`src/design/uvs_pkg.sv`:
```
`timescale 1ns / 1ps
// ----------------------------------------------------------------------------
// uvs_pkg
// Shared types, constants and arithmetic helpers of the UV sphere vertex
// generator.
// ----------------------------------------------------------------------------
package uvs_pkg;

  localparam int CountW  = 9;
  localparam int RadW    = 16;
  localparam int CoordW  = 24;
  localparam int VertW   = 17;
  localparam int QuoW    = 17;
  localparam int CfgIdxW = 3;
  localparam int CfgW    = 24;
  localparam int ProdW   = 32;
  localparam int TermW   = 18;
  localparam int MagW    = 16;

  localparam logic [63:0] HALF_PI_Q62 = 64'h6487ED5110B4611A;

  localparam logic signed [CoordW-1:0] COORD_MAX = 24'sh7FFFFF;
  localparam logic signed [CoordW-1:0] COORD_MIN = -24'sh800000;

  typedef enum logic [CfgIdxW-1:0] {
    REG_STACK_COUNT = 3'd0,
    REG_SLICE_COUNT = 3'd1,
    REG_RADIUS      = 3'd2,
    REG_CENTER_X    = 3'd3,
    REG_CENTER_Y    = 3'd4,
    REG_CENTER_Z    = 3'd5
  } uvs_reg_e;

  // per-item data that rides alongside the arithmetic
  typedef struct packed {
    logic             oor;
    logic [VertW-1:0] vn;
    logic [VertW-1:0] bn;
    logic             upper;
    logic             lower;
  } uvs_side_t;

  // table magnitudes and quadrant signs: sinE, cosE, sinA, cosA
  typedef struct packed {
    logic [3:0]      neg;
    logic [MagW-1:0] sin_e;
    logic [MagW-1:0] cos_e;
    logic [MagW-1:0] sin_a;
    logic [MagW-1:0] cos_a;
  } uvs_trig_t;

  typedef struct packed {
    logic signed [CoordW-1:0] pos_x;
    logic signed [CoordW-1:0] pos_y;
    logic signed [CoordW-1:0] pos_z;
    logic [VertW-1:0]         vertex_number;
    logic [VertW-1:0]         below_number;
    logic                     upper_tri_valid;
    logic                     lower_tri_valid;
    logic                     out_of_range;
  } uvs_result_t;

  // (a*b) >> 62, elaboration use only
  function automatic logic [63:0] mul_q62(input logic [63:0] a, input logic [63:0] b);
    logic [127:0] p;
    p = 128'(a) * 128'(b);
    return p[125:62];
  endfunction

  // divide by 2^14, round to nearest, ties away from zero
  function automatic logic signed [TermW-1:0] round_q14(input logic signed [ProdW-1:0] v);
    logic [ProdW:0] mag;
    logic [ProdW:0] r;
    mag = v[ProdW-1] ? (ProdW+1)'(-(ProdW+1)'(v)) : (ProdW+1)'(v);
    r   = (mag + (ProdW+1)'(8192)) >> 14;
    return v[ProdW-1] ? -TermW'(r) : TermW'(r);
  endfunction

endpackage

```
`src/design/uvs_front.sv`:
```
`timescale 1ns / 1ps
// ----------------------------------------------------------------------------
// uvs_front
// Input stage: range check, flat vertex indices and triangle flags.
// ----------------------------------------------------------------------------
module uvs_front import uvs_pkg::*; (
  input  logic              clk_i,
  input  logic              rst_ni,
  input  logic              en_i,
  input  logic              valid_i,
  input  logic [CountW-1:0] row_i,
  input  logic [CountW-1:0] col_i,
  input  logic [CountW-1:0] stacks_i,
  input  logic [CountW-1:0] slices_i,
  output logic              valid_o,
  output logic [CountW-1:0] row_o,
  output logic [CountW-1:0] col_o,
  output uvs_side_t         side_o
);

  logic              valid_q;
  logic [CountW-1:0] row_q, col_q;
  uvs_side_t         side_d, side_q;
  logic [CountW+CountW:0] vn_full;

  always_comb begin
    vn_full      = (2*CountW+1)'(row_i) * (2*CountW+1)'({1'b0, slices_i} + 10'd1)
                 + (2*CountW+1)'(col_i);
    side_d.oor   = (row_i > stacks_i) || (col_i > slices_i);
    side_d.vn    = VertW'(vn_full);
    side_d.bn    = VertW'(vn_full) + VertW'(slices_i) + VertW'(1);
    side_d.upper = (row_i != '0) && (row_i < stacks_i) && (col_i < slices_i);
    side_d.lower = ({1'b0, row_i} + 10'd1 < {1'b0, stacks_i}) && (col_i < slices_i);
  end

  always_ff @(posedge clk_i or negedge rst_ni) begin
    if (!rst_ni) begin
      valid_q <= 1'b0;
    end else if (en_i) begin
      valid_q <= valid_i;
    end
  end

  always_ff @(posedge clk_i) begin
    if (en_i) begin
      row_q  <= row_i;
      col_q  <= col_i;
      side_q <= side_d;
    end
  end

  assign valid_o = valid_q;
  assign row_o   = row_q;
  assign col_o   = col_q;
  assign side_o  = side_q;

endmodule

```
`config.mk`:
```
export PLATFORM = sky130hd
export DESIGN_NAME = uvs_front
export DESIGN_NICKNAME = d
export VERILOG_FILES = /design/src/design/uvs_pkg.sv /design/src/design/uvs_front.sv
export SDC_FILE = /design/constraint.sdc
export NUM_CORES = 1
export LEC_CHECK = 0
export ABC_AREA = 1
export BUFFER_PORTS_ARGS = -buffer_cell sky130_fd_sc_hd__buf_2
export CAP_MARGIN = 40
export CORE_MARGIN = 5
export CORE_UTILIZATION = 35
export CTS_BUF_LIST = sky130_fd_sc_hd__clkbuf_2 sky130_fd_sc_hd__clkbuf_4 sky130_fd_sc_hd__clkbuf_8
export DETAILED_ROUTE_END_ITERATION = 16
export PLACE_DENSITY_LB_ADDON = 0.15
export SYNTH_ARGS = -nofsm -noshare
export SYNTH_HDL_FRONTEND = slang
export SYNTH_SLANG_ARGS = --single-unit
export TNS_END_PERCENT = 30
```
`constraint.sdc`:
```
create_clock -name clk_i -period 0.93 [get_ports clk_i]
set_clock_uncertainty 0.1 [all_clocks]
set_input_delay 0 -clock clk_i [delete_from_list [all_inputs] [get_ports clk_i]]
set_output_delay 0 -clock clk_i [all_outputs]
set_load 0.1 [all_outputs]
```
==> metrics.txt <==
Hold Path Stages=3; starting density of the core=35.5%; fin crit share=593%; Setup WS post-layout=-4.59 ns; Hold WC Path Type=primary input to flip-flop; Crit. End Element=flip-flop; xor/xnor share of the synthesized area=3.70%; core footprint=0.0186 sq mm; design area=0.0115 sq mm; Bufs on Longest Clock Path=2; hold wc startpoint=col_i[0]; CP max stage delay=0.49 ns; footprint of the multi-input gates=0.00535 sq mm; die area=0.0218 sq mm; Post-Synth Simple-Gate Area=21.3%; DP Area=0.00990 sq mm; Compound-Gate Fraction of Synth Area=4.46%; WL final=20200 microns; Synth top area share=24.9%; Root Driver=clkbuf_8; max-cap violations=0; gr ovfl total=0; DRT antenna net count=0; antenna fix cells=0; post-synth top area cell=edfxtp_1; num ports=96; Reg-to-Reg End=valid_o$_DFFE_PN0P_; Mapped Nets=977; slowest stage cell, crit path=fa_1; critical path data arrival time=5.51 ns; filler instances=1537; post-DR vias/cell=4.62; Die H=148 microns; crit start category=primary input; WS Path Type=primary input to flip-flop; Adder-Cell Fraction of Synth Area=34.8%; Slew headroom=74.0%; critical path's most frequent cell=fa_1; sequential share of the synthesized area=25.3%; multiplexer area fraction after synthesis=0.170%; largest net degree at the start of global routing=20; Synth cell types=37; worst reg-to-reg setup slack=0.06 ns; CTS tree=built; actual slew at the worst max-slew pin=0.388 ns; # clock sinks=56; Syn Inst Count=790; combinational family with the most area after synthesis=adder cells; Seq cells post-synth=56; RSZ-0062 raised after global routing=true; vias in the first global route=6586; Mean Syn Cell Area=8.38 sq um; Rows=50; top achievable clock speed=181 MHz; post-route minimum period=5.52 ns; H-tree Lvls=2; DR iter-0 viols=227; hold path endpoint=side_o[19]$_DFFE_PP_; area of the mapped netlist=0.00662 sq mm; clock latency on the worst-skew pair=0.33 ns; Reg area=0.00168 sq mm; worst-path maximum fanout=3; pre-CTS setup slack=-5.09 ns; Total GRT Usage=18.5%; Initial DRT Pass Iterations=4; fin nets=1319; via count=6314; first-pass GRT wire length=32500 microns; Final Slew Violations=0; count of final hold-check violations=0; cell count of the worst reg-to-reg path=1; area grow syn2layout=73.5%; DRC Markers=0; outcome=finished with violations; final HPWL from detailed placement=15800 microns; share of layout cells above drive strength 1=47.2%; final cell count without fillers=1367; Buf/Inv on CP=8; final hold slack=0.00331 ns; CP Data Required Time=0.92 ns; initial antenna violation count=0; r2r startpoint=valid_o$_DFFE_PN0P_; Area contributors post-synth=edfxtp_1 25%, fa_1 19%, ha_1 16%; synth warn=0; Port-buffer cells=95; routability cong.=0.888; clock-pin slew on the worst setup and hold paths=0.10 ns; Top Family by Delay on Critical Path=adder cells; Inst Count DP=1308; CTS Buf Count=5; DR WL/cell=14.8 microns; failing checks=setup timing; Die Width=148 microns; Final setup viols=92
-- worst min-delay path, stage by stage --
cell	delay, ns
buf_2	0.09
ha_1	0.15
buf_4	0.10
-- metal layers --
layer  part of all wire (%)  vias up  global-route usage (%)  routed length, microns
li1                       -     3159                       -                       -
met1                     45     3014                    24.0                    9020
met2                     51      123                    33.2                   10400
met3                    2.7       18                    1.99                     544
met4                    1.6        0                    4.33                     316
met5                      0        -                       0                       0
-- through the flow --
| stage | utilization, % | setup TNS (ns) |
|---|---|---|
| final | 61.7 | -123.66 |
| after global routing | 61.7 | -131.44 |
| after CTS | 58.7 | -124.28 |
| after detailed placement | 53.1 | -134.82 |
| after global placement | 53.1 | -133.02 |
| after floorplan | - | -118.63 |
-- synthesized netlist by cell type --
library cell  count
or4_1             1
a21oi_1          27
nand2_4           3
fa_1             62
o21bai_1          2
nor2_1           81
nand2b_1          1
buf_2             1
mux2_2            1
nand2_2          12
inv_2             6
inv_1           164
o21ai_1           1
o21a_1            3
nand4_2           1
clkinv_1          4
o211ai_1          4
nand4_1           8
edfxtp_1         55
o41ai_1           1
ha_1             85
nand2_1         172
and2_1            3
o21ai_0          10
clkbuf_1          3
xor2_1           21
o31ai_1           2
nor2_2            6
dfrtp_1           1
xnor2_1           7
nand3b_1          1
nand3_2           5
nor3_1            8
buf_4             1
a31oi_1           1
a21o_1            1
nand3_1          25
-- kinds of logic after synthesis --
kind of cell               after synthesis
and+or+nand+nor                        327
buffers and inverters                  179
adders and majority gates              147
DFF                                     56
AOI/OAI and AO/OA                       52
xor gates and xnor gates                28
muxes                                    1
-- timing repair --
item | in CTS | in global routing
setup endpoints to repair | 93 | 94
pin swaps | 70 | 79
endpoints found under the hold margin | 16 | 0
gates resized for setup | 120 | 114
hold buffers | 16 | 0
buffers inserted | 25 | 16
-- how the worst max path moves through the flow --
| stage | endpoint | startpoint | cells after the start | slack, ns |
|---|---|---|---|---|
| after floorplan | side_o[17]$_DFFE_PP_ | slices_i[0] | 35 | -4.79 |
| after global placement | side_o[17]$_DFFE_PP_ | slices_i[1] | 35 | -5.00 |
| after detailed placement | side_o[15]$_DFFE_PP_ | slices_i[0] | 35 | -5.09 |
| after CTS | side_o[17]$_DFFE_PP_ | slices_i[1] | 35 | -4.52 |
| after global routing | side_o[15]$_DFFE_PP_ | slices_i[0] | 38 | -4.82 |
| final | side_o[15]$_DFFE_PP_ | slices_i[1] | 35 | -4.59 |
-- area by class of cell --
cell class / instances / area share [%]
tap: 234 / 2.55
clock inverter: 2 / 0.0980
multi-input combinational: 555 / 46.6
inverter: 174 / 5.83
clock buffer: 6 / 0.664
sequential: 56 / 14.6
timing repair buffer: 340 / 29.7
-- state kept, by name, indices dropped and copies added, names as in the netlist --
register	cells
row_o	9
valid_o	1
side_o	37
col_o	9
-- cell usage in the layout (no fill, tap or decap), types with 5 or more instances in the layout --
cell / netlist / routed
nand3_1: 25 / 14
inv_4: 0 / 7
nand2_2: 12 / 45
nand4_1: 8 / 8
a21oi_1: 27 / 18
xor2_4: 0 / 6
nand3_2: 5 / 11
nor2_1: 81 / 61
clkbuf_8: 0 / 5
buf_6: 0 / 44
ha_1: 85 / 56
inv_1: 164 / 134
nand2_1: 172 / 124
buf_12: 0 / 58
a21oi_2: 0 / 6
nor2_4: 0 / 15
ha_4: 0 / 29
xor2_1: 21 / 13
nor3_1: 8 / 6
nand3_4: 0 / 5
nor2_2: 6 / 11
buf_4: 1 / 185
buf_2: 1 / 33
dlygate4sd3_1: 0 / 16
inv_2: 6 / 29
xnor2_1: 7 / 6
edfxtp_1: 55 / 55
fa_1: 62 / 62
clkinv_1: 4 / 5
nand2_4: 3 / 17
Power is not shown: default switching activity piles up to over one toggle a cycle in this logic, so the estimate is an artifact.
