## config.mk

```make
export PLATFORM = sky130hd
export DESIGN_NAME = uvs_div
export DESIGN_NICKNAME = d
export VERILOG_FILES = /design/src/design/uvs_pkg.sv /design/src/design/uvs_div.sv
export SDC_FILE = /design/constraint.sdc
export NUM_CORES = 1
export LEC_CHECK = 0
export BUFFER_PORTS_ARGS = -buffer_cell sky130_fd_sc_hd__buf_4
export CAP_MARGIN = 30
export CORE_MARGIN = 8
export CORE_UTILIZATION = 56
export DETAILED_ROUTE_END_ITERATION = 7
export PLACE_DENSITY = 0.76
export SLEW_MARGIN = 10
export SYNTH_ARGS = -nofsm -noshare
export SYNTH_HDL_FRONTEND = slang
export SYNTH_SLANG_ARGS = --single-unit
```

## constraint.sdc

```tcl
create_clock -name clk_i -period 2.3 [get_ports clk_i]
set_input_delay 0.345 -clock clk_i [delete_from_list [all_inputs] [get_ports clk_i]]
set_output_delay 0.345 -clock clk_i [all_outputs]
set_load 0.005 [all_outputs]
```

## src/design/uvs_pkg.sv

```systemverilog
`timescale 1ns / 1ps
// ----------------------------------------------------------------------------
// uvs_pkg
// Shared types, constants and arithmetic helpers of the UV sphere vertex
// generator.
// ----------------------------------------------------------------------------
package uvs_pkg;

  localparam int CountW  = 9;
  localparam int RadW    = 16;
  localparam int CoordW  = 24;
  localparam int VertW   = 17;
  localparam int QuoW    = 17;
  localparam int CfgIdxW = 3;
  localparam int CfgW    = 24;
  localparam int ProdW   = 32;
  localparam int TermW   = 18;
  localparam int MagW    = 16;

  localparam logic [63:0] HALF_PI_Q62 = 64'h6487ED5110B4611A;

  localparam logic signed [CoordW-1:0] COORD_MAX = 24'sh7FFFFF;
  localparam logic signed [CoordW-1:0] COORD_MIN = -24'sh800000;

  typedef enum logic [CfgIdxW-1:0] {
    REG_STACK_COUNT = 3'd0,
    REG_SLICE_COUNT = 3'd1,
    REG_RADIUS      = 3'd2,
    REG_CENTER_X    = 3'd3,
    REG_CENTER_Y    = 3'd4,
    REG_CENTER_Z    = 3'd5
  } uvs_reg_e;

  // per-item data that rides alongside the arithmetic
  typedef struct packed {
    logic             oor;
    logic [VertW-1:0] vn;
    logic [VertW-1:0] bn;
    logic             upper;
    logic             lower;
  } uvs_side_t;

  // table magnitudes and quadrant signs: sinE, cosE, sinA, cosA
  typedef struct packed {
    logic [3:0]      neg;
    logic [MagW-1:0] sin_e;
    logic [MagW-1:0] cos_e;
    logic [MagW-1:0] sin_a;
    logic [MagW-1:0] cos_a;
  } uvs_trig_t;

  typedef struct packed {
    logic signed [CoordW-1:0] pos_x;
    logic signed [CoordW-1:0] pos_y;
    logic signed [CoordW-1:0] pos_z;
    logic [VertW-1:0]         vertex_number;
    logic [VertW-1:0]         below_number;
    logic                     upper_tri_valid;
    logic                     lower_tri_valid;
    logic                     out_of_range;
  } uvs_result_t;

  // (a*b) >> 62, elaboration use only
  function automatic logic [63:0] mul_q62(input logic [63:0] a, input logic [63:0] b);
    logic [127:0] p;
    p = 128'(a) * 128'(b);
    return p[125:62];
  endfunction

  // divide by 2^14, round to nearest, ties away from zero
  function automatic logic signed [TermW-1:0] round_q14(input logic signed [ProdW-1:0] v);
    logic [ProdW:0] mag;
    logic [ProdW:0] r;
    mag = v[ProdW-1] ? (ProdW+1)'(-(ProdW+1)'(v)) : (ProdW+1)'(v);
    r   = (mag + (ProdW+1)'(8192)) >> 14;
    return v[ProdW-1] ? -TermW'(r) : TermW'(r);
  endfunction

endpackage

```

## src/design/uvs_div.sv

```systemverilog
`timescale 1ns / 1ps
// ----------------------------------------------------------------------------
// uvs_div
// Pipelined restoring divider, one quotient bit per stage, for
// (row << 16) / stacks and (col << 16) / slices side by side.
// ----------------------------------------------------------------------------
module uvs_div import uvs_pkg::*; (
  input  logic              clk_i,
  input  logic              rst_ni,
  input  logic              en_i,
  input  logic              valid_i,
  input  logic [CountW-1:0] row_i,
  input  logic [CountW-1:0] col_i,
  input  uvs_side_t         side_i,
  input  logic [CountW-1:0] stacks_i,
  input  logic [CountW-1:0] slices_i,
  output logic              valid_o,
  output uvs_side_t         side_o,
  output logic [QuoW-1:0]   quo_e_o,
  output logic [QuoW-1:0]   quo_a_o
);

  logic              v_q     [QuoW];
  uvs_side_t         side_q  [QuoW];
  logic [CountW-1:0] rem_e_q [QuoW];
  logic [CountW-1:0] rem_a_q [QuoW];
  logic [QuoW-1:0]   quo_e_q [QuoW];
  logic [QuoW-1:0]   quo_a_q [QuoW];

  for (genvar s = 0; s < QuoW; s++) begin : g_step
    logic              v_in;
    uvs_side_t         side_in;
    logic [CountW-1:0] re_in, ra_in;
    logic [QuoW-1:0]   qe_in, qa_in;
    logic              be, ba;
    logic [CountW:0]   sh_e, sh_a;
    logic              ge_e, ge_a;

    if (s == 0) begin : g_first
      // in range the top dividend bits are below the divisor
      assign v_in    = valid_i;
      assign side_in = side_i;
      assign re_in   = {1'b0, row_i[CountW-1:1]};
      assign ra_in   = {1'b0, col_i[CountW-1:1]};
      assign be      = row_i[0];
      assign ba      = col_i[0];
      assign qe_in   = '0;
      assign qa_in   = '0;
    end else begin : g_next
      assign v_in    = v_q[s-1];
      assign side_in = side_q[s-1];
      assign re_in   = rem_e_q[s-1];
      assign ra_in   = rem_a_q[s-1];
      assign be      = 1'b0;
      assign ba      = 1'b0;
      assign qe_in   = quo_e_q[s-1];
      assign qa_in   = quo_a_q[s-1];
    end

    always_comb begin
      sh_e = {re_in, be};
      sh_a = {ra_in, ba};
      ge_e = sh_e >= {1'b0, stacks_i};
      ge_a = sh_a >= {1'b0, slices_i};
    end

    always_ff @(posedge clk_i or negedge rst_ni) begin
      if (!rst_ni) begin
        v_q[s] <= 1'b0;
      end else if (en_i) begin
        v_q[s] <= v_in;
      end
    end

    always_ff @(posedge clk_i) begin
      if (en_i) begin
        side_q[s]  <= side_in;
        rem_e_q[s] <= ge_e ? CountW'(sh_e - {1'b0, stacks_i}) : sh_e[CountW-1:0];
        rem_a_q[s] <= ge_a ? CountW'(sh_a - {1'b0, slices_i}) : sh_a[CountW-1:0];
        quo_e_q[s] <= {qe_in[QuoW-2:0], ge_e};
        quo_a_q[s] <= {qa_in[QuoW-2:0], ge_a};
      end
    end
  end

  assign valid_o = v_q[QuoW-1];
  assign side_o  = side_q[QuoW-1];
  assign quo_e_o = quo_e_q[QuoW-1];
  assign quo_a_o = quo_a_q[QuoW-1];

endmodule

```

==> flow_summary_export.csv <==
group,metric,value,unit
run_status,status,"finished, violations left",
run_status,violations,"setup timing",
critical_path,rrSetupSlack,-0.03,ns
die,io_pins,149,
critical_path,r2r_cells,8,
global_route,grt_pass1_vias,33472,
synthesis,synth.area.top_cells,"edfxtp_1 (68%), ha_1 (7.0%), mux2_2 (3.2%)",
drt,postRouteAntennaNets,0,
power_and_ir_drop,power_density,1230,nW/um^2
critical_path,crit_type,"register to register",
cts,cts_root_buffer,"clkbuf_16",
critical_path,start_kind,"register",
die,fp.dieH,327,um
drt,first_pass_iters,7,
run,maxCapViolCount,0,
synthesis,ys_warn_count,0,
drt,wl,114,mm
die,die_area,107000,um^2
layout,fin_nets,4977,
sta,period_share,1.01,
synthesis,yosys.area.top_type,"edfxtp_1",
drt,via_per_inst,5.50,
synthesis,synth_top_flop_cell,"edfxtp_1",
global_route,grt_max_degree,108,
die,initial_core_util,0.562,
sta,maxSlewHeadroom,0.527,
place,dp_slack,-0.502,ns
sta,finalWorstSetupSlack,-0.0290,ns
die,die_w,327,um
cts,cts_tree,"yes",
drt,drtIter0Drc,2317,
drt,vias,32698,
sta,timing.setup.tns,-0.269,ns
drt,wl_per_cell,19.1,um
place,detailed_place_hpwl,70.9,mm
drt,drc,0,
synthesis,syn_avg_cell_area,15.6,um^2
cts,cts_buffers,119,
global_route,grt_pass1_wl,178,mm
global_route,overflow,0,
power_and_ir_drop,power_leakage,0.0274,uW
synthesis,syn-cell-area,54000,um^2
sta,worst_pin_slew,0.707,ns
sta,hold_viol_final,0,
place,port-buffer-count,148,
critical_path,crit_path_max_fanout,4,
synthesis,synthMostInstantiatedCell,"edfxtp_1",
die,num_rows,114,
cts,h-tree-depth,3,
synthesis,synth_nets,3875,
layout,final_cells,5946,
sta,final_max_slew_viol_count,0,
worst_hold_path,min_path_cells,3,
critical_path,critPathRequiredTime,2.72,ns
global_route,antenna_found_initial,2,
cts,clk_pin_slew,0.06,ns
synthesis,synth_top_area_frac,0.680,
sta,whs,0.0432,ns
layout,syn2layout_area_growth,28.9,%
synthesis,synth_top_cells_by_count,"edfxtp_1 (1223), ha_1 (304), nor2_1 (190), mux2_2 (155), a21oi_1 (147)",
cts,clkLatencyLatePin,0.71,ns
sta,fmax,0.429,GHz
worst_hold_path,min_path_type,"primary input to register",
sta,period_needed,2.33,ns
layout,drive_above_1_share,0.321,
power_and_ir_drop,vdd_ir_drop_max,1.08,mV
layout,final_util,0.724,
synthesis,seq_area_frac_synth,0.688,
die,core_area,96100,um^2
cts,clock_path_buffers,3,
critical_path,crit_path_end_kind,"register",
synthesis,yosys_register_bits,1240,
cts,cts.sink_count,1240,
synthesis,synth.distinct_cells,57,
synthesis,netlist_instances,3462,
sta,finalSetupViolCount,20,
synthesis,async_flop_share,0.0137,
sta,skew,0.0480,ns
place,gp_congestion,0.863,
critical_path,arrival,2.75,ns
global_route,track_usage,0.207,
sta,rsz0062_at_grt,"true",
synthesis,synth_edf_count,1223,
place,dp_cells,5611,
-- timing repair --
item | in CTS | in global routing
endpoints found under the setup margin | 119 | 131
gates resized for setup | 76 | 133
pin swaps | 23 | 28
endpoints found under the hold margin | 96 | 0
hold buffers | 54 | 0
setup buffers | 29 | 28
-- worst paths after layout --
kind | startpoint | to
worst max register to register | rem_a_q[0][117] | rem_a_q[0][130]
max in group asynchronous | rst_ni | g_step[14].v_in
worst max-delay path | rem_a_q[0][117] | rem_a_q[0][130]
min in group asynchronous | rst_ni | g_step[15].v_in
worst min register to register | side_q[0][192] | side_q[0][229]
worst min-delay path | row_i[1] | rem_e_q[0][1]
-- final cells by class --
type | count | area, um^2
antenna | 1 | 2.50
clock buffer | 133 | 3050
clock inverter | 93 | 1150
fill | 5947 | 26500
inverter | 114 | 450
multi-input combinational | 2087 | 17700
sequential | 1240 | 37200
tap | 1276 | 1600
timing repair buffer | 1002 | 8540
-- kinds of logic (layout without fill, tap and decap cells) --
group	count (synthesis)	in the layout	synth area share
other	0	1	0
buffers and inverters	135	1342	0.00938
AOI/OAI and AO/OA	672	672	0.0866
xor gates and xnor gates	111	111	0.0180
and+or+nand+nor	762	762	0.0740
DFF	1240	1240	0.688
muxes	206	206	0.0418
adders and majority gates	336	336	0.0823
-- flip-flops by register name, indices dropped and copies added, names as in the netlist --
signal and cells:
quo_a_q 153, rem_a_q 144, quo_e_q 153, side_q 629, valid_o 1, rem_e_q 144, g_step.v_in 16
-- cells in the final DEF, fill, tap and decap left out, drive strengths merged, types with 68 or more instances in the layout --
cell / instances
a21oi: 147
buf: 948
clkbuf: 133
edfxtp: 1223
ha: 304
inv: 112
mux2: 155
nand2: 140
nand2b: 109
nand3: 76
nor2: 190
o21a: 68
o21ai: 133
xnor2: 89
-- stage by stage --
stage          instance area [um^2]  total power [uW]
6_report                      69600             85500
5_1_grt                       69600             90100
4_1_cts                       68800             84300
3_5_place_dp                  63500             61600
3_3_place_gp                  63500             60500
2_1_floorplan                 54600             49600
-- where the power goes --
| part | total (uW) | leakage [uW] | internal (uW) | switching [uW] |
|---|---|---|---|---|
| Combinational | 32200 | 0.0132 | 18000 | 14200 |
| Clock | 20900 | 0.00203 | 12000 | 8840 |
| Sequential | 32400 | 0.0122 | 30300 | 2110 |
| Total | 85500 | 0.0274 | 60400 | 25200 |
-- routing by layer --
layer | global-route usage | up-vias | wire, um
li1 | - | 15732 | -
met1 | 0.269 | 15978 | 48000
met2 | 0.360 | 785 | 56900
met3 | 0.0322 | 203 | 5490
met4 | 0.0638 | 0 | 3150
met5 | 0 | - | 0
-- critical path: stages (launching register included) --
cell and delay, ns:
edfxtp_1 0.42, buf_6 0.15, ha_4 0.26, ha_2 0.15
nand3_1 0.07, or2_4 0.28, a41oi_4 0.28, buf_6 0.16
mux2_4 0.29
Note: power is estimated with default switching activity, not from simulation.
