`src/design/uvs_pkg.sv`:
```
`timescale 1ns / 1ps
// ----------------------------------------------------------------------------
// uvs_pkg
// Shared types, constants and arithmetic helpers of the UV sphere vertex
// generator.
// ----------------------------------------------------------------------------
package uvs_pkg;

  localparam int CountW  = 9;
  localparam int RadW    = 16;
  localparam int CoordW  = 24;
  localparam int VertW   = 17;
  localparam int QuoW    = 17;
  localparam int CfgIdxW = 3;
  localparam int CfgW    = 24;
  localparam int ProdW   = 32;
  localparam int TermW   = 18;
  localparam int MagW    = 16;

  localparam logic [63:0] HALF_PI_Q62 = 64'h6487ED5110B4611A;

  localparam logic signed [CoordW-1:0] COORD_MAX = 24'sh7FFFFF;
  localparam logic signed [CoordW-1:0] COORD_MIN = -24'sh800000;

  typedef enum logic [CfgIdxW-1:0] {
    REG_STACK_COUNT = 3'd0,
    REG_SLICE_COUNT = 3'd1,
    REG_RADIUS      = 3'd2,
    REG_CENTER_X    = 3'd3,
    REG_CENTER_Y    = 3'd4,
    REG_CENTER_Z    = 3'd5
  } uvs_reg_e;

  // per-item data that rides alongside the arithmetic
  typedef struct packed {
    logic             oor;
    logic [VertW-1:0] vn;
    logic [VertW-1:0] bn;
    logic             upper;
    logic             lower;
  } uvs_side_t;

  // table magnitudes and quadrant signs: sinE, cosE, sinA, cosA
  typedef struct packed {
    logic [3:0]      neg;
    logic [MagW-1:0] sin_e;
    logic [MagW-1:0] cos_e;
    logic [MagW-1:0] sin_a;
    logic [MagW-1:0] cos_a;
  } uvs_trig_t;

  typedef struct packed {
    logic signed [CoordW-1:0] pos_x;
    logic signed [CoordW-1:0] pos_y;
    logic signed [CoordW-1:0] pos_z;
    logic [VertW-1:0]         vertex_number;
    logic [VertW-1:0]         below_number;
    logic                     upper_tri_valid;
    logic                     lower_tri_valid;
    logic                     out_of_range;
  } uvs_result_t;

  // (a*b) >> 62, elaboration use only
  function automatic logic [63:0] mul_q62(input logic [63:0] a, input logic [63:0] b);
    logic [127:0] p;
    p = 128'(a) * 128'(b);
    return p[125:62];
  endfunction

  // divide by 2^14, round to nearest, ties away from zero
  function automatic logic signed [TermW-1:0] round_q14(input logic signed [ProdW-1:0] v);
    logic [ProdW:0] mag;
    logic [ProdW:0] r;
    mag = v[ProdW-1] ? (ProdW+1)'(-(ProdW+1)'(v)) : (ProdW+1)'(v);
    r   = (mag + (ProdW+1)'(8192)) >> 14;
    return v[ProdW-1] ? -TermW'(r) : TermW'(r);
  endfunction

endpackage

```
`src/design/uvs_pos.sv`:
```
`timescale 1ns / 1ps
// ----------------------------------------------------------------------------
// uvs_pos
// Scales the unit vector by the radius, adds the center with saturation
// and holds the result register.
// ----------------------------------------------------------------------------
module uvs_pos import uvs_pkg::*; (
  input  logic                     clk_i,
  input  logic                     rst_ni,
  input  logic                     en_i,
  input  logic                     valid_i,
  input  uvs_side_t                side_i,
  input  uvs_trig_t                trig_i,
  input  logic [RadW-1:0]          radius_i,
  input  logic signed [CoordW-1:0] center_x_i,
  input  logic signed [CoordW-1:0] center_y_i,
  input  logic signed [CoordW-1:0] center_z_i,
  output logic                     valid_o,
  output uvs_result_t              result_o
);

  function automatic logic signed [MagW:0] apply_sign(input logic neg, input logic [MagW-1:0] m);
    return neg ? -(MagW+1)'(m) : (MagW+1)'(m);
  endfunction

  function automatic logic signed [CoordW-1:0] sat_add(input logic signed [CoordW-1:0] c,
                                                       input logic signed [TermW-1:0] t);
    logic signed [CoordW+1:0] s;
    s = (CoordW+2)'(c) + (CoordW+2)'(t);
    if (s > (CoordW+2)'(COORD_MAX)) return COORD_MAX;
    if (s < (CoordW+2)'(COORD_MIN)) return COORD_MIN;
    return CoordW'(s);
  endfunction

  logic                    v1_q, v2_q, v3_q, v4_q;
  uvs_side_t               side1_q, side2_q, side3_q;
  logic signed [ProdW-1:0] ring_p_q, z_p_q, x_p_q, y_p_q;
  logic signed [MagW:0]    cos_a1_q, sin_a1_q, cos_a2_q, sin_a2_q;
  logic signed [TermW-1:0] ring_q, z_t2_q, z_t3_q;
  logic signed [MagW:0]    rad_s;
  uvs_result_t             res_d, res_q;

  assign rad_s = {1'b0, radius_i};

  always_comb begin
    res_d = '0;
    if (side3_q.oor) begin
      res_d.out_of_range = 1'b1;
    end else begin
      res_d.pos_x           = sat_add(center_x_i, round_q14(x_p_q));
      res_d.pos_y           = sat_add(center_y_i, round_q14(y_p_q));
      res_d.pos_z           = sat_add(center_z_i, z_t3_q);
      res_d.vertex_number   = side3_q.vn;
      res_d.below_number    = side3_q.bn;
      res_d.upper_tri_valid = side3_q.upper;
      res_d.lower_tri_valid = side3_q.lower;
    end
  end

  always_ff @(posedge clk_i or negedge rst_ni) begin
    if (!rst_ni) begin
      v1_q <= 1'b0;
      v2_q <= 1'b0;
      v3_q <= 1'b0;
      v4_q <= 1'b0;
    end else if (en_i) begin
      v1_q <= valid_i;
      v2_q <= v1_q;
      v3_q <= v2_q;
      v4_q <= v3_q;
    end
  end

  always_ff @(posedge clk_i) begin
    if (en_i) begin
      // radius times elevation terms
      side1_q  <= side_i;
      ring_p_q <= ProdW'(rad_s * apply_sign(trig_i.neg[2], trig_i.cos_e));
      z_p_q    <= ProdW'(rad_s * apply_sign(trig_i.neg[3], trig_i.sin_e));
      cos_a1_q <= apply_sign(trig_i.neg[0], trig_i.cos_a);
      sin_a1_q <= apply_sign(trig_i.neg[1], trig_i.sin_a);
      // ring radius
      side2_q  <= side1_q;
      ring_q   <= round_q14(ring_p_q);
      z_t2_q   <= round_q14(z_p_q);
      cos_a2_q <= cos_a1_q;
      sin_a2_q <= sin_a1_q;
      // ring times azimuth terms
      side3_q  <= side2_q;
      x_p_q    <= ProdW'(ring_q * cos_a2_q);
      y_p_q    <= ProdW'(ring_q * sin_a2_q);
      z_t3_q   <= z_t2_q;
      // result register
      res_q    <= res_d;
    end
  end

  assign valid_o  = v4_q;
  assign result_o = res_q;

endmodule

```
`config.mk`:
```
export PLATFORM = sky130hd
export DESIGN_NAME = uvs_pos
export DESIGN_NICKNAME = d
export VERILOG_FILES = /design/src/design/uvs_pkg.sv /design/src/design/uvs_pos.sv
export SDC_FILE = /design/constraint.sdc
export NUM_CORES = 2
export LEC_CHECK = 0
export ABC_AREA = 1
export ABC_CLOCK_PERIOD_IN_PS = 5530
export BUFFER_PORTS_ARGS = -buffer_cell sky130_fd_sc_hd__buf_4
export CAP_MARGIN = 10
export CELL_PAD_IN_SITES_DETAIL_PLACEMENT = 0
export CELL_PAD_IN_SITES_GLOBAL_PLACEMENT = 1
export CORE_ASPECT_RATIO = 0.9
export CORE_MARGIN = 2
export CORE_UTILIZATION = 45
export CTS_CLUSTER_DIAMETER = 200
export CTS_CLUSTER_SIZE = 12
export DETAILED_ROUTE_END_ITERATION = 10
export PLACE_DENSITY_LB_ADDON = 0.1
export SYNTH_ARGS = -nofsm -noshare
export SYNTH_HDL_FRONTEND = slang
export SYNTH_SLANG_ARGS = --single-unit
```
`constraint.sdc`:
```
create_clock -name clk_i -period 5.53 [get_ports clk_i]
set_input_delay 0.2765 -clock clk_i [delete_from_list [all_inputs] [get_ports clk_i]]
set_output_delay 0.2765 -clock clk_i [all_outputs]
set_load 0.005 [all_outputs]
```
==> impl_metrics.yaml <==
timing:
  min_period_ps: 6170
  min_period_over_period: 1.12
  clock_skew_ps: 56.9
  whs_ps: 54.4
  drv_slew: 0
  max_freq_ghz: 0.162
  tightest_slew_ps: 1060
  layout_setup_ws_ps: -640
  grt_setup_unrepaired: "true"
  final-hold-violation-count: 0
  finalSetupViolations: 60
  slew_headroom: 0.291
logic_synthesis:
  synth_seq_cells: 474
  synth-xor-area-share: 0.0432
  syn_area_um2: 66400
  yosys.area_share.simple: 0.189
  synth_top_family_by_area: "adder cells"
  synth_area_per_cell_um2: 8.43
  synthMuxAreaShare: 0
  syn_inst: 7869
  async_flop_share: 0.00844
  yosysUniqueCellTypes: 62
  synth-edff-count: 470
  syn_nets: 9549
  ys.flop_type: "edfxtp_1"
  ys_warn_count: 0
  synthAdderAreaFrac: 0.392
  synth-compound-area-share: 0.0422
  ys_seq_area_frac: 0.214
place:
  gp_congestion: 0.911
  buffer_ports.inserted: 306
  hpwl_um: 157000
  placed_area_um2: 77900
  dp_slack_ps: -1610
min_path:
  hp-start: "trig_i[1]"
  hold_class: "in2reg"
grt:
  grt_use_total: 0.254
  grt_start_max_net_pins: 187
  grt_pass1_vias: 55953
  grt_overflow: 0
  grt_pass1_wl_um: 302000
  antenna_found_initial: 5
layout:
  fin_util: 0.581
  areaGrowthSynthToFinish_pct: 28.1
  final_nets: 10733
  finish.instance_area_um2: 85000
  drive_gt1_frac: 0.245
clock_tree:
  htreeDepth: 2
  cts_tree: "done"
  ctsRootBufferMaster: "clkbuf_16"
  clkSlewWorstSetupHoldPaths_ps: 60
  insertion_delay_ps: 640
  cts.path.max_buffers: 3
  numCtsBuffers: 45
  cts.sinks: 474
status:
  violations: "negative setup slack"
  outcome: "finished with violations"
drt:
  wl_per_cell_um: 17.3
  first_pass_iters: 6
  drt-vias-per-instance: 4.87
  ant_nets: 0
  via_count: 53727
  drtIter0Drc: 3288
  drc_errors: 0
  routed_wl_um: 191000
worst_setup_path:
  crit_fanout: 5
  critPathArrivalTime_ps: 6500
  cp-startpoint: "trig_i[48]"
  crit_buf_inv: 11
  cpPeakStageDelay_ps: 500
  cpMaxStageDelayCell: "fa_1"
  start_kind: "primary input"
  path_common_cell: "fa_1"
  crit_required_ps: 5860
  critPathKind: "in2reg"
  worstSetupEndpointType: "flop"
  worstReg2RegStart: "ring_q[9]"
  cp_top_family: "adder cells"
floorplan:
  io_pins: 307
  fp-row-count: 133
  die-area_um2: 151000
  coreArea_um2: 146000
  start_util: 0.454
  die_h_um: 368
  die_w_um: 409
flow_run:
  drv_cap: 0
==> cell usage in the layout (no fill, tap or decap), types with 52 or more instances in the layout <==
master	instances
buf_4	1127
a21oi_1	143
inv_2	135
nand3_1	208
dlygate4sd3_1	61
fa_2	52
nand2_2	127
fa_1	945
buf_6	103
xor2_1	177
a21oi_2	68
buf_12	92
nor2_2	68
inv_1	1683
nand2_1	1673
nor2_1	573
ha_1	408
xnor2_1	107
nand4_1	63
edfxtp_1	470
o21ai_0	105
ha_4	71
==> worst min-delay path: cells and delay by family <==
kind	cells	cell delay (ps)
compound gates	1	150
buf+inv	2	130
==> state kept, by name, indices dropped and copies added, names as in the netlist <==
name	cells
ring_q	18
v3_q	1
z_t2_q	18
result_o	109
z_p_q	32
side1_q	37
sin_a1_q	17
v1_q	1
side2_q	37
y_p_q	32
x_p_q	32
valid_o	1
v2_q	1
sin_a2_q	17
side3_q	37
z_t3_q	18
ring_p_q	32
cos_a1_q	17
cos_a2_q	17
==> Yosys cell counts (5+ instances only) <==
cell,n,area share
o221ai_1,9,0.0012
clkbuf_1,212,0.012
edfxtp_1,470,0.21
xor2_1,191,0.025
nand2_1,1807,0.10
buf_1,23,0.0013
nand2_2,40,0.0038
a31oi_1,17,0.0016
nor3_1,51,0.0038
a21oi_1,235,0.018
nor2_1,626,0.035
o21bai_1,12,0.0014
o21ai_2,7,0.00092
and2_1,6,0.00057
o21ai_0,144,0.011
o21a_1,11,0.0012
xnor2_1,125,0.016
ha_1,486,0.092
nand4_1,63,0.0059
nor2_4,14,0.0024
or3_1,5,0.00047
fa_1,997,0.30
buf_2,24,0.0018
nand3b_1,44,0.0050
clkinv_1,11,0.00062
a21o_1,16,0.0018
nor2_2,39,0.0037
nand2_4,6,0.0010
inv_2,14,0.00079
o31ai_1,6,0.00068
nand3_1,220,0.017
nor4_1,20,0.0019
nand3_2,8,0.0012
inv_1,1816,0.10
o21ai_1,17,0.0013
or2_2,23,0.0022
==> per-stage QoR <==
stage | setup TNS, ps | std cells
finish | -18770 | 11031
global route | -33800 | 11031
CTS | -14630 | 10959
detailed placement | -55410 | 10723
global placement | -52530 | 10723
floorplan | -27110 | 7869
==> what timing repair did <==
| action | CTS | global route |
|---|---|---|
| hold endpoints to repair | 63 | 0 |
| hold buffers | 61 | 0 |
| gates cloned | 8 | 4 |
| buffers inserted | 117 | 82 |
| endpoints found under the setup margin | 68 | 125 |
| pin swaps | 250 | 304 |
| resized for setup | 467 | 426 |
==> per-layer routing <==
layer / GRT usage / up-vias / share of wire
li1: - / 26077 / -
met1: 0.342 / 26379 / 0.44
met4: 0.0617 / 0 / 0.025
met3: 0.0264 / 213 / 0.045
met5: 0 / - / 0
met2: 0.439 / 1058 / 0.49
==> layout make-up <==
class                   count  area [um^2]
fillers                 13081        61300
diodes                      5         12.5
clock inverters             5         90.1
clock buffers              58         1170
well taps                1957         2450
inverters                1841         6950
flip-flops and latches    474        14200
repair buffers           1397        12400
multi-input cells        5294        47700
==> cells by family (layout without fill, tap and decap cells) <==
group | after synthesis | count (layout)
other | 0 | 5
DFF | 474 | 474
adders and majority gates | 1483 | 1483
buffers and inverters | 2102 | 3301
xor gates and xnor gates | 322 | 322
and+or+nand+nor | 2987 | 2988
AOI/OAI and AO/OA | 501 | 501
==> final timing paths <==
kind | end | slack [ps] | cells after the start
worst max-delay path | z_p_q[29] | -640 | 33
worst min-delay path | cos_a1_q[1] | 50 | 3
worst max register to register | y_p_q[28] | -360 | 27
worst min register to register | z_t3_q[7] | 380 | 0
max in group asynchronous | v3_q | 4770 | 3
min in group asynchronous | valid_o | 580 | 3
Power is not shown: default switching activity piles up to over one toggle a cycle in this logic, so the estimate is an artifact.
